**src/sv/point_light_diffuse_shade_top_defines.svh**
```systemverilog
// assertion macros for the shader rtl (used by the queue)
`ifndef POINT_LIGHT_DIFFUSE_SHADE_TOP_DEFINES_SVH
`define POINT_LIGHT_DIFFUSE_SHADE_TOP_DEFINES_SVH

// condition holds at every clock edge out of reset
`define PLDS_ASSERT_ALWAYS(lbl, cond, msg) \
    lbl: assert property (@(posedge i_clk) disable iff (!i_rst_n) (cond)) else $error(msg);

// antecedent at one edge implies consequent at the next
`define PLDS_ASSERT_NEXT(lbl, ante, cons, msg) \
    lbl: assert property (@(posedge i_clk) disable iff (!i_rst_n) (ante) |=> (cons)) \
        else $error(msg);

`endif

```
**src/sv/plds_pkg.sv**
```systemverilog
// shared types and constants for the point light diffuse shader
package plds_pkg;

    localparam int COLOR_BITS  = 8;
    localparam int CMAX        = (1 << COLOR_BITS) - 1;
    localparam int POS_W       = 32;
    localparam int NRM_W       = 16;
    localparam int DIF_W       = 33;
    localparam int NORM_BITS   = 20;
    localparam int BITS_W      = 6;
    localparam int SHIFT_W     = 4;
    localparam int C_W         = NORM_BITS + 1;
    localparam int SQ_W        = 2 * NORM_BITS;
    localparam int PR_W        = C_W + NRM_W - 1;
    localparam int DOT_W       = PR_W + 2;
    localparam int SUM_W       = SQ_W + 2;
    localparam int ROOT_W      = 31;
    localparam int REM_W       = 64;
    localparam int DIV_BITS    = 10;
    localparam int F_W         = 10;
    localparam int F_MAX       = 1023;
    localparam int NUM_W       = 48;
    localparam int DVS_W       = ROOT_W + 5;
    localparam int FLOOR_W     = 8;
    localparam int X_W         = COLOR_BITS + 11;
    localparam int RECIP_W     = X_W - 8;
    localparam longint unsigned RECIP = (64'd1 << X_W) / 64'd510;
    localparam int QUEUE_DEPTH = 4;
    localparam int QPTR_W      = 2;
    localparam int QCNT_W      = 3;
    localparam int CFG_IDX_W   = 8;
    localparam int CFG_DAT_W   = 32;
    localparam int AMBIENT_RESET = 51;

    localparam logic [CFG_IDX_W-1:0] REG_LIGHT_X       = 8'd0;
    localparam logic [CFG_IDX_W-1:0] REG_LIGHT_Y       = 8'd1;
    localparam logic [CFG_IDX_W-1:0] REG_LIGHT_Z       = 8'd2;
    localparam logic [CFG_IDX_W-1:0] REG_AMBIENT_FLOOR = 8'd3;

    typedef logic [COLOR_BITS-1:0] t_color;

    typedef struct packed {
        t_color red;
        t_color green;
        t_color blue;
    } t_rgb;

    typedef struct packed {
        logic signed [POS_W-1:0] x;
        logic signed [POS_W-1:0] y;
        logic signed [POS_W-1:0] z;
    } t_light;

    // normalized light vector plus what the back end needs
    typedef struct packed {
        logic signed [C_W-1:0]   cx;
        logic signed [C_W-1:0]   cy;
        logic signed [C_W-1:0]   cz;
        logic signed [NRM_W-1:0] nx;
        logic signed [NRM_W-1:0] ny;
        logic signed [NRM_W-1:0] nz;
        t_rgb                    col;
    } t_vec;

endpackage

```
**src/sv/plds_queue.sv**
```systemverilog
// short queue between front and back end
`include "point_light_diffuse_shade_top_defines.svh"
module plds_queue (
    input  logic           i_clk,
    input  logic           i_rst_n,
    input  logic           i_push,
    input  plds_pkg::t_vec i_entry,
    output logic           o_full,
    input  logic           i_pop,
    output logic           o_empty,
    output plds_pkg::t_vec o_entry
);
    plds_pkg::t_vec                r_mem [plds_pkg::QUEUE_DEPTH];
    logic [plds_pkg::QPTR_W-1:0]   r_wr;
    logic [plds_pkg::QPTR_W-1:0]   r_rd;
    logic [plds_pkg::QCNT_W-1:0]   r_count;

    always_ff @(posedge i_clk) begin
        if (!i_rst_n) begin
            r_wr    <= '0;
            r_rd    <= '0;
            r_count <= '0;
        end else begin
            if (i_push) r_wr <= r_wr + 1'b1;
            if (i_pop)  r_rd <= r_rd + 1'b1;
            case ({i_push, i_pop})
                2'b10:   r_count <= r_count + 1'b1;
                2'b01:   r_count <= r_count - 1'b1;
                default: r_count <= r_count;
            endcase
        end
    end

    always_ff @(posedge i_clk) begin
        if (i_push) begin
            r_mem[r_wr] <= i_entry;
        end
    end

    assign o_full  = (r_count == plds_pkg::QCNT_W'(plds_pkg::QUEUE_DEPTH));
    assign o_empty = (r_count == '0);
    assign o_entry = r_mem[r_rd];

    `PLDS_ASSERT_ALWAYS(a_count_max, r_count <= plds_pkg::QCNT_W'(plds_pkg::QUEUE_DEPTH), "queue count past depth")
    `PLDS_ASSERT_ALWAYS(a_no_underflow, !(i_pop && o_empty), "pop from empty queue")
    `PLDS_ASSERT_NEXT(a_push_count, i_push && !i_pop, r_count == plds_pkg::QCNT_W'($past(r_count) + 1'b1), "push lost")
endmodule

```
**config.mk**
```make
export PLATFORM = sky130hd
export DESIGN_NAME = plds_queue
export DESIGN_NICKNAME = d
export VERILOG_FILES = /design/src/sv/plds_pkg.sv /design/src/sv/plds_queue.sv
export VERILOG_INCLUDE_DIRS = /design/src /design/src/sv
export SDC_FILE = /design/constraint.sdc
export NUM_CORES = 1
export LEC_CHECK = 0
export ABC_AREA = 0
export ABC_CLOCK_PERIOD_IN_PS = 12450
export BUFFER_PORTS_ARGS = -buffer_cell sky130_fd_sc_hd__buf_2
export CORE_ASPECT_RATIO = 0.9
export CORE_UTILIZATION = 35
export CTS_CLUSTER_SIZE = 16
export DETAILED_ROUTE_END_ITERATION = 16
export PLACE_DENSITY = 0.58
export SETUP_SLACK_MARGIN = 0.5
export SLEW_MARGIN = 20
export SYNTH_ARGS = -nofsm -noshare
export SYNTH_HDL_FRONTEND = slang
export SYNTH_SLANG_ARGS = --single-unit
```
**constraint.sdc**
```tcl
create_clock -name i_clk -period 12.45 [get_ports i_clk]
set_input_delay 0.6225 -clock i_clk [delete_from_list [all_inputs] [get_ports i_clk]]
set_output_delay 0.6225 -clock i_clk [all_outputs]
set_load 0.02 [all_outputs]
```
**Yosys cells after proc, flatten, opt, wreduce, memory -nomap -nowiden**

Memories as Yosys holds them, arrays and structs flattened. A register that Yosys moved wholly into a read port is not among the register bits.
Index checks and enable logic that the tools add are counted.

- Flip-flop bits (word level): 7
- Bits in writable memories: 540
- Input bits: 139
- Output and inout bits: 137
- Logic and storage cells: 18
- Memories kept: 1

- Add/subtract/negate cells: 4
- Equality and inequality tests: 3
- Mux-type cells: 5
- Reduce and logical (&&, ||, !) cells: 2

Memories:

| memory | depth | width | read ports | clocked after memory_dff | write ports | line | source |
|---|---|---|---|---|---|---|---|
| r_mem | 4 | 135 | 1 | 1 | 1 | plds_queue.sv:13 | `plds_pkg::t_vec r_mem [plds_pkg::QUEUE_DEPTH];` |

Operator list:

| operator | count |
|---|---|
| one-hot mux 3 bit (2 select lines) | 1 |
| adder 2 x 1 -> 2 bit (second input constant) | 2 |
| two-way mux 2 bit | 2 |
| adder 3 x 1 -> 3 bit (second input constant) | 1 |
| == test 3 bit (second input constant) | 1 |
| logical NOT 3 bit | 1 |
| subtractor 3 x 1 -> 3 bit (second input constant) | 1 |
| == test 2 x 1 -> 1 bit (second input constant) | 1 |
| == test 2 bit (second input constant) | 1 |
| two-way mux 1 bit | 2 |
| nonzero test 2 bit | 1 |

**Logic depth before layout (Yosys ltp)**

- Depth in word-level cells: 3
- Depth in mapped cells: 7
- Depth with buffers taken out: 7

**Worst setup path after synthesis**

OpenSTA, ideal clock, no wires.

- Path kind: input-to-reg
- Start: input i_push
- End: memory r_mem[0][0] (netlist bit), enable pin
- Library setup time: 0.510 ns
- Arrival time: 3.711 ns
- Data required time: 11.940 ns
- Slack: 8.229 ns
- Stages on the path: 1
- Buffers on the path: 0
- Path through: and2_1

- Cells in the longest elaborated chain, start to end: 2

Ends and longest elaborated chain:

| what | line | source |
|---|---|---|
| start, declared | plds_queue.sv:6 | `input logic i_push,` |
| two-way mux 1 bit | plds_queue.sv:35 | `if (i_push) begin` |
| two-way mux 1 bit (not written as such) | plds_queue.sv:36 | `r_mem[r_wr] <= i_entry;` |
| end, declared | plds_queue.sv:13 |  |

No other way between the ends.

==> results.sh <==
export IMPL_status="completed"
export IMPL_clk_latency_ns=0.59
export IMPL_crit_path_start_kind="flop"
export IMPL_dr_total_vias=8817
export IMPL_wl_per_cell_um=20.8
export IMPL_fill_cells=4816
export IMPL_place_ws_ns=8.66
export IMPL_slew_headroom_pct=32.5
export IMPL_vdd_drop_max_mv=0.107
export IMPL_firstDrtPassIters=4
export IMPL_grt_pass1_vias=9331
export IMPL_routed_wl_um=38900
export IMPL_hold_viol=0
export IMPL_nets=1211
export IMPL_clock_sinks=549
export IMPL_antenna_found_initial=10
export IMPL_synth_cells=751
export IMPL_setup_viol=0
export IMPL_p_per_area_mw_per_mm2=173
export IMPL_slowest_stage="dfxtp_4"
export IMPL_rows=82
export IMPL_post_cts_setup_buffers=0
export IMPL_syn_num_nets=896
export IMPL_htree_levels=2
export IMPL_cts_hold_buf=0
export IMPL_io_buffers=275
export IMPL_cts_resized=0
export IMPL_place_area_mm2=0.0221
export IMPL_initial_core_util_pct=35.6
export IMPL_synthDominantAreaCellType="edfxtp_1"
export IMPL_synth_cell_types=21
export IMPL_syn_area_mm2=0.0199
export IMPL_critical_path_arrival_ns=3.58
export IMPL_crit_chain="buf_4, buf_4, mux4_2, buf_2"
export IMPL_dpl_hpwl_um=22900
export IMPL_final_setup_worst_slack_ns=8.25
export IMPL_seq_area_frac_synth_pct=82.4
export IMPL_die_y_um=228
export IMPL_syn_area_per_cell_um2=26.5
export IMPL_grt_pass1_wl_um=58700
export IMPL_clockBufferDepth=3
export IMPL_critical_path_class="reg -> out"
export IMPL_grt_use_total_pct=13.6
export IMPL_drive_above_1_share_pct=45.2
export IMPL_num_io_pins=276
export IMPL_place_gp_congestion=0.709
export IMPL_worstPathRequired_ns=11.83
export IMPL_p_leak_nw=7.89
export IMPL_cts_buffers=55
export IMPL_ys_ff_latch=549
export IMPL_finalClockSkew_ns=0.0187
export IMPL_fmax_ghz=0.238
export IMPL_worstSetupEndpointType="primary output"
export IMPL_cts_root_buf="clkbuf_16"
export IMPL_hold_path_class="in -> reg"
export IMPL_cts_tree="built"
export IMPL_min_period_ns=4.20
export IMPL_synth_warnings=0
export IMPL_synth_area_top_cells="edfxtp_1 (81%), mux4_2 (15%), dfxtp_1 (0.91%)"
export IMPL_grt_overflow=0
export IMPL_synthToLayoutAreaGrowth_pct=19.9
export IMPL_placed_cells=1765
export IMPL_cp_max_fo=41
export IMPL_cap_violations=0
export IMPL_design_die_area_mm2=0.0578
export IMPL_tightest_slew_ns=1.01
export IMPL_critPathMaxStageDelay_ns=0.75
export IMPL_drv_slew=0
export IMPL_finalCritPeriodShare_pct=33.8
export IMPL_ant_nets=0
export IMPL_cpMostUsedCell="buf_4"
export IMPL_fin_area_mm2=0.0239
export IMPL_drc=0
export IMPL_rsz0062_at_grt="no"
export IMPL_clk_pin_slew_ns=0.06
export IMPL_fin_tns_setup_ns=0
export IMPL_synth_top_area_share_pct=81.5
export IMPL_grt_start_max_net_pins=65
export IMPL_vias_per_cell=4.71
export IMPL_core_mm2=0.0559
export IMPL_die_w_um=253
export IMPL_final_cells=1871
export IMPL_drt_iter0_drc=490
[worst max-delay path: cells and delay by family (launching register included)]
kind / cells / cell delay (ns)
buffers and inverters: 3 / 1.53
DFF: 1 / 0.75
muxes: 1 / 0.62
[final timing paths]
check	depth (start not counted)	endpoint	from	slack (ns)
setup / recovery	4	o_entry[88]	flop	8.25
hold / removal	1	r_mem[2][68]	i_entry[68]	0.24
setup reg to reg	5	r_mem[0][69]	r_wr[0]	9.36
hold reg to reg	2	r_count[2]	r_count[2]	0.51
[cell families (layout without fill, tap and decap cells)]
kind of cell	count (synthesis)	count (layout)	synth area share, %
simple gates	16	16	0.472
fa+ha+maj	6	6	0.415
mux	136	136	15.3
buf+inv	36	394	1.08
flops	549	549	82.4
xor+xnor	5	5	0.220
other cells	0	6	0
compound gates	3	3	0.0880
[state kept, by name, summed over array words and instances (netlist names), named ones only]
name     count
r_count      3
r_wr         2
r_rd         2
r_mem      540
[synth_stat cells]
library cell	count
edfxtp_1	540
mux4_2	135
buf_2	15
and2_1	10
dfxtp_1	9
buf_6	7
clkbuf_1	6
inv_1	6
ha_1	5
xor2_1	3
buf_4	2
nand2_1	2
o21ai_0	2
xnor2_1	2
a21boi_0	1
and3_1	1
fa_1	1
mux2i_1	1
nor2b_1	1
nor3_1	1
or3_1	1
[placed cells by master (no fill, tap or decap), drive strengths merged, types with 2 or more instances in the layout]
cell type  count
inv            7
xor2           3
bufinv         4
o21ai          2
clkinv        21
diode          6
and2          10
nand2          2
ha             5
mux4         135
dfxtp          9
edfxtp       540
buf          288
xnor2          2
clkbuf        74
[per-layer routing]
metal	vias up	share of wire, %	track usage (%)
li1	3888	-	-
met1	4622	43	18.1
met2	224	47	21.1
met3	71	7.7	4.79
met4	12	2.1	4.17
met5	-	0.18	0
[report_power, final]
| group | internal (mW) | total (mW) | leakage, nW | switching (mW) |
|---|---|---|---|---|
| sequential | 2.12 | 2.15 | 5.04 | 0.0259 |
| clock | 0.907 | 1.56 | 0.834 | 0.654 |
| combinational | 0.169 | 0.425 | 2.02 | 0.256 |
[metrics by stage]
stage / hold slack [ns] / util (%) / total power, mW
2_1_floorplan: 0.473 / - / 2.47
3_3_place_gp: 0.492 / 39.6 / 2.62
3_5_place_dp: 0.504 / 39.6 / 2.63
4_1_cts: 0.190 / 42.7 / 4.20
5_1_grt: 0.200 / 42.7 / 4.30
6_report: 0.242 / 42.7 / 4.14
[layout make-up]
cell class	instances	area [µm²]	area share (%)
Clock inverter	26	236	0.991
Multi-Input combinational cell	166	3300	13.8
Timing Repair Buffer	288	1470	6.18
Inverter	6	22.5	0.0944
Sequential cell	549	16400	68.7
Tap cell	756	946	3.96
Antenna cell	6	15.0	0.0629
Clock buffer	74	1470	6.16
Note: power is estimated with default switching activity, not from simulation.
